### src/hw/rtl/greedy_box_suppression_unit_macros.svh
// assertion macros shared by the greedy box suppression rtl
// sampled on clk_i, disabled while rst_ni is low; no other dependencies
`ifndef GREEDY_BOX_SUPPRESSION_UNIT_MACROS_SVH
`define GREEDY_BOX_SUPPRESSION_UNIT_MACROS_SVH

// condition holds on every enabled clock edge
`define GBS_ASSERT_ALW(name, expr, msg) \
  name: assert property (@(posedge clk_i) disable iff (!rst_ni) (expr)) else $error(msg);

// antecedent implies consequent in the same cycle
`define GBS_ASSERT_IMP(name, ante, cons, msg) \
  name: assert property (@(posedge clk_i) disable iff (!rst_ni) (ante) |-> (cons)) \
    else $error(msg);

// antecedent implies consequent in the next cycle
`define GBS_ASSERT_NXT(name, ante, cons, msg) \
  name: assert property (@(posedge clk_i) disable iff (!rst_ni) (ante) |=> (cons)) \
    else $error(msg);

`endif

### src/hw/rtl/gbs_pkg.sv
// constants, widths and token types of the greedy box suppression unit
// used by gbs_cell and greedy_box_suppression_unit; no dependencies
`default_nettype none

package gbs_pkg;

  localparam int unsigned MAX_KEPT   = 64;
  localparam int unsigned COORD_BITS = 16;
  localparam int unsigned THR_W      = 16;
  localparam int unsigned NCELL      = MAX_KEPT + 2;  // two tail cells finish the skew
  localparam int unsigned CNT_W      = $clog2(MAX_KEPT + 1);
  localparam int unsigned LEN_W      = COORD_BITS;
  localparam int unsigned END_W      = COORD_BITS + 2;
  localparam int unsigned AREA_W     = 2 * COORD_BITS;
  localparam int unsigned SUM_W      = AREA_W + 1;
  localparam int unsigned PROD_W     = THR_W + SUM_W;
  localparam int unsigned SLOT_W     = 6;
  localparam int unsigned TOTAL_W    = 7;
  localparam int unsigned IN_DATA_W  = ((4 * COORD_BITS + 7) / 8) * 8;
  localparam int unsigned IN_USER_W  = 1;
  localparam int unsigned OUT_DATA_W = ((SLOT_W + TOTAL_W + 7) / 8) * 8;
  localparam int unsigned OUT_USER_W = 2;

  localparam logic [THR_W-1:0] THR_RESET = THR_W'(29491);

  typedef struct packed {
    logic signed [COORD_BITS-1:0] left;
    logic signed [COORD_BITS-1:0] top;
    logic [COORD_BITS-1:0]        width;
    logic [COORD_BITS-1:0]        height;
    logic [AREA_W-1:0]            area;
  } gbs_box_t;

  // overlap lengths of one pair
  typedef struct packed {
    logic             v;
    logic [LEN_W-1:0] iw;
    logic [LEN_W-1:0] ih;
    logic [SUM_W-1:0] sum;
  } gbs_s1_t;

  // intersection and union of one pair
  typedef struct packed {
    logic              v;
    logic [AREA_W-1:0] inter;
    logic [SUM_W-1:0]  uni;
  } gbs_s2_t;

  typedef struct packed {
    gbs_box_t qry;
    gbs_s1_t  s1;
    gbs_s2_t  s2;
    logic     sup;
  } gbs_pay_t;

  typedef struct packed {
    logic     vld;
    gbs_pay_t pay;
  } gbs_tok_t;

  typedef struct packed {
    logic               kept;
    logic [SLOT_W-1:0]  slot;
    logic               full;
    logic [TOTAL_W-1:0] total;
  } gbs_res_t;

endpackage

`default_nettype wire

### src/hw/rtl/gbs_cell.sv
// one cell of the suppression chain: holds one kept box and runs a skewed
// three step overlap test on the passing token; depends on gbs_pkg
`default_nettype none

module gbs_cell (
  input  logic                           clk_i,
  input  logic                           rst_ni,
  input  logic                           live_i,
  input  logic                           wr_en_i,
  input  gbs_pkg::gbs_box_t              wr_box_i,
  input  logic [gbs_pkg::THR_W-1:0]      thr_i,
  input  gbs_pkg::gbs_tok_t              tok_i,
  output gbs_pkg::gbs_tok_t              tok_o
);

  gbs_pkg::gbs_box_t box_q;
  logic              vld_q;
  gbs_pkg::gbs_pay_t pay_q;
  gbs_pkg::gbs_pay_t pay_d;

  logic [gbs_pkg::AREA_W-1:0] inter_c;
  logic [gbs_pkg::PROD_W-1:0] lhs_c;
  logic [gbs_pkg::PROD_W-1:0] rhs_c;

  function automatic logic [gbs_pkg::LEN_W-1:0] overlap(
    input logic signed [gbs_pkg::COORD_BITS-1:0] a0,
    input logic        [gbs_pkg::COORD_BITS-1:0] alen,
    input logic signed [gbs_pkg::COORD_BITS-1:0] b0,
    input logic        [gbs_pkg::COORD_BITS-1:0] blen
  );
    logic signed [gbs_pkg::END_W-1:0] ea;
    logic signed [gbs_pkg::END_W-1:0] eb;
    logic signed [gbs_pkg::END_W-1:0] lo;
    logic signed [gbs_pkg::END_W-1:0] hi;
    logic signed [gbs_pkg::END_W-1:0] diff;
    ea   = gbs_pkg::END_W'(a0) + $signed(gbs_pkg::END_W'(alen));
    eb   = gbs_pkg::END_W'(b0) + $signed(gbs_pkg::END_W'(blen));
    lo   = (a0 > b0) ? gbs_pkg::END_W'(a0) : gbs_pkg::END_W'(b0);
    hi   = (ea < eb) ? ea : eb;
    diff = hi - lo;
    return (hi > lo) ? gbs_pkg::LEN_W'(diff) : '0;
  endfunction

  always_comb begin
    pay_d     = tok_i.pay;

    // step one: this cell's box against the query
    pay_d.s1.v   = live_i;
    pay_d.s1.iw  = overlap(tok_i.pay.qry.left, tok_i.pay.qry.width,
                           box_q.left, box_q.width);
    pay_d.s1.ih  = overlap(tok_i.pay.qry.top, tok_i.pay.qry.height,
                           box_q.top, box_q.height);
    pay_d.s1.sum = gbs_pkg::SUM_W'(tok_i.pay.qry.area) + gbs_pkg::SUM_W'(box_q.area);

    // step two: previous cell's pair
    inter_c        = gbs_pkg::AREA_W'(tok_i.pay.s1.iw) * gbs_pkg::AREA_W'(tok_i.pay.s1.ih);
    pay_d.s2.v     = tok_i.pay.s1.v;
    pay_d.s2.inter = inter_c;
    pay_d.s2.uni   = tok_i.pay.s1.sum - gbs_pkg::SUM_W'(inter_c);

    // step three: pair from two cells back, inter * 2^16 > thr * union
    lhs_c     = gbs_pkg::PROD_W'({tok_i.pay.s2.inter, {gbs_pkg::THR_W{1'b0}}});
    rhs_c     = gbs_pkg::PROD_W'(thr_i) * gbs_pkg::PROD_W'(tok_i.pay.s2.uni);
    pay_d.sup = tok_i.pay.sup | (tok_i.pay.s2.v & (lhs_c > rhs_c));
  end

  always_ff @(posedge clk_i or negedge rst_ni) begin
    if (!rst_ni) begin
      vld_q <= 1'b0;
    end else begin
      vld_q <= tok_i.vld;
    end
  end

  always_ff @(posedge clk_i) begin
    pay_q <= pay_d;
    if (wr_en_i) begin
      box_q <= wr_box_i;
    end
  end

  always_comb begin
    tok_o.vld = vld_q;
    tok_o.pay = pay_q;
  end

endmodule

`default_nettype wire

### config.mk
export PLATFORM = sky130hd
export DESIGN_NAME = gbs_cell
export DESIGN_NICKNAME = d
export VERILOG_FILES = /design/src/hw/rtl/greedy_box_suppression_unit_macros.svh /design/src/hw/rtl/gbs_pkg.sv /design/src/hw/rtl/gbs_cell.sv
export SDC_FILE = /design/constraint.sdc
export NUM_CORES = 2
export LEC_CHECK = 0
export BUFFER_PORTS_ARGS = -buffer_cell sky130_fd_sc_hd__buf_2
export CAP_MARGIN = 15
export CORE_MARGIN = 3
export CORE_UTILIZATION = 55
export DETAILED_ROUTE_END_ITERATION = 6
export PLACE_DENSITY = 0.75
export SLEW_MARGIN = 30
export SYNTH_ARGS = -nofsm -noshare
export SYNTH_HDL_FRONTEND = slang
export SYNTH_SLANG_ARGS = --single-unit
### constraint.sdc
create_clock -name clk_i -period 23.5 [get_ports clk_i]
set_input_delay 2.35 -clock clk_i [delete_from_list [all_inputs] [get_ports clk_i]]
set_output_delay 2.35 -clock clk_i [all_outputs]
set_load 0.01 [all_outputs]
==> flow_summary.json <==
{
  "cpMostUsedCell": "fa_1",
  "critPathKind": "primary input to flip-flop",
  "setup_viol": 0,
  "post-route-drc-count": 0,
  "clk_latency_ns": 0.56,
  "cp.depth": 28,
  "ant_nets": 0,
  "grtUsageTotal_pct": 28.63,
  "io-pin-count": 576,
  "synth_fp_nets": 6191,
  "finalCritPeriodShare_pct": 45.36,
  "synth_cells": 4720,
  "htreeDepth": 2,
  "yosys_register_bits": 326,
  "clockBufferDepth": 3,
  "ctsHoldBuffers": 0,
  "drv_cap": 0,
  "layout-drive-gt1-share_pct": 13.41,
  "avgSynthCellArea_um2": 9.170,
  "synth_top_area_share_pct": 29.32,
  "slowest_delay_ns": 0.75,
  "clock-sinks": 326,
  "layoutNonFillerInstCount": 6290,
  "dpl_worst_slack_ns": 12.47,
  "placementRows": 102,
  "crit_fanout": 33,
  "synth_area_leaders": "fa_1, ha_1, dfxtp_1",
  "globalRouteOverflowTotal": 0,
  "reg2regPathDepth": 31,
  "vias": 34690,
  "cp.required_ns": 23.95,
  "place.gp.congestion": 0.9410,
  "fp.dieW_um": 286.5,
  "synth_area_um2": 43280,
  "holdPathStages": 1,
  "ys_warn_count": 0,
  "synth_most_common_cell": "inv_1",
  "yosys.area.top_type": "fa_1",
  "async_flop_share_pct": 0.3067,
  "slew_headroom_pct": 32.45,
  "routed_wl_um": 117100,
  "drt-vias-per-instance": 5.515,
  "areaGrowthSynthToFinish_pct": 11.81,
  "fin_skew_ns": 0.02484,
  "path_buf_inv": 4,
  "antenna_found_initial": 9,
  "initialDrtViolationCount": 2184,
  "worstSetupStartpointType": "primary input",
  "finalCriticalPeriod_ns": 10.66,
  "worst_slack_ns": 12.84,
  "fmax_mhz": 93.81,
  "cts_buffers": 38,
  "reg2reg_from": "box_q[80]$_DFFE_PP_",
  "rsz0062_at_grt": "false",
  "die_h_um": 286.5,
  "outcome": "finished clean",
  "synth.top_cells.by_count": "inv_1, fa_1, nand2_1",
  "grt_pass1_vias": 35480,
  "port-buffer-count": 575,
  "yosysSeqAreaShare_pct": 17.31,
  "worst_hold_slack_ns": 0.4715,
  "tns_ns": 0,
  "core_um2": 77720,
  "dp_hpwl_um": 94070,
  "hold_violations": 0,
  "path_clk_slew_ns": 0.06,
  "synth_edf_count": 96,
  "cts_tree": "done",
  "cts_resized": 0,
  "die_area_um2": 82100,
  "cts_setup_buffers": 0,
  "worst_pin_slew_ns": 1.013,
  "hp-class": "flip-flop to flip-flop",
  "synth_cell_types": 79,
  "wl_per_cell_um": 18.62,
  "crit_start": "thr_i[3]",
  "cts-root-buf": "clkbuf_16",
  "critPathArrivalTime_ns": 11.10,
  "end_kind": "flip-flop",
  "slew_violations": 0,
  "cp_top_family": "adder cells",
  "drtPass1Iterations": 6,
  "grt_max_degree": 65,
  "fill_cells": 6604,
  "initial_utilization_pct": 55.69,
  "dpl.cell_count": 6211,
  "fin_nets": 6682,
  "crit_slowest_cell": "buf_2",
  "synth_flop_cell": "dfxtp_1",
  "worstHoldStart": "box_q[0]$_DFFE_PP_",
  "grt_pass1_wl_um": 187800
}
-- worst register-to-register path: cells and delay by family, from the launching register on --
family | cells | cell delay (ns)
buffers and inverters | 3 | 0.35
and+or+nand+nor | 4 | 0.60
adders and majority gates | 5 | 1.68
AOI/OAI and AO/OA | 17 | 4.77
muxes | 1 | 0.24
DFF | 1 | 0.42
xor gates and xnor gates | 1 | 0.21
-- state kept, by name, summed over array words and instances (netlist names) --
name,cells
box_q,96
tok_o,229
vld_q,1
-- final timing paths --
path | to | slack, ns
max in group asynchronous | vld_q$_DFF_PN0_ | 21.84
min in group asynchronous | vld_q$_DFF_PN0_ | 1.58
hold reg to reg | tok_o[67]$_DFF_P_ | 0.47
hold / removal | tok_o[67]$_DFF_P_ | 0.47
setup reg to reg | tok_o[131]$_SDFF_PP0_ | 15.04
setup / recovery | tok_o[0]$_DFF_P_ | 12.84
-- cell type report --
cell class                 instances  area, um^2  area share [%]
multi-input combinational       3383       32010           66.15
sequential                       326        7492           15.48
inverter                         880        3303           6.825
timing repair buffer             582        2933           6.060
tap                             1040        1301           2.689
clock buffer                      50        1090           2.252
clock inverter                    20       242.7          0.5016
antenna                            9       22.52         0.04654
-- logic make-up after synthesis --
| family | share of synthesized area, % |
|---|---|
| fa+ha+maj | 43.52 |
| simple gates | 14.69 |
| buf+inv | 8.794 |
| flops | 17.31 |
| mux | 1.807 |
| xor+xnor | 3.966 |
| compound gates | 9.921 |
-- stage by stage --
step                      util, %  instance area, um^2
after floorplan                 -                43280
after global placement      60.52                47030
after detailed placement    60.52                47030
after CTS                   62.23                48370
after global routing        62.26                48390
final                       62.27                48400
-- cell usage in the layout, fill, tap and decap left out, types with 8 or more instances in the layout --
cell type | Yosys | final
nand4_1 | 24 | 24
xor2_1 | 70 | 70
and4_1 | 9 | 9
and2_1 | 286 | 286
a21o_1 | 83 | 83
o31ai_1 | 9 | 9
a211o_1 | 11 | 11
a21oi_1 | 185 | 185
buf_4 | 1 | 8
nand2b_1 | 20 | 20
mux2_2 | 25 | 25
mux2i_1 | 50 | 50
nor2b_1 | 30 | 30
inv_1 | 880 | 880
or2_2 | 12 | 12
nor4_1 | 12 | 12
xnor2_1 | 126 | 126
fa_1 | 634 | 634
edfxtp_1 | 96 | 96
o21bai_1 | 30 | 30
nor3_1 | 49 | 49
dfxtp_1 | 229 | 229
diode_2 | 0 | 9
nor2_1 | 160 | 160
o211ai_1 | 15 | 15
a211oi_1 | 36 | 36
a31oi_1 | 20 | 20
o21a_1 | 37 | 37
and3_1 | 28 | 28
ha_1 | 491 | 491
a2111oi_0 | 18 | 18
or3_1 | 23 | 23
o21ai_0 | 116 | 116
buf_2 | 6 | 574
nand3_1 | 58 | 58
nand2_1 | 610 | 610
clkbuf_16 | 0 | 41
-- per-layer routing --
layer / wire length [um] / up-vias / track usage [%]
li1: - / 16110 / -
met1: 46490 / 16930 / 36.57
met2: 56770 / 1372 / 48.67
met3: 9587 / 272 / 5.616
met4: 4248 / 2 / 9.749
met5: 13 / - / 0
Power is left out: the tool's default activity adds up to more than one toggle a clock period on the data nets, which glitch-free logic cannot reach.
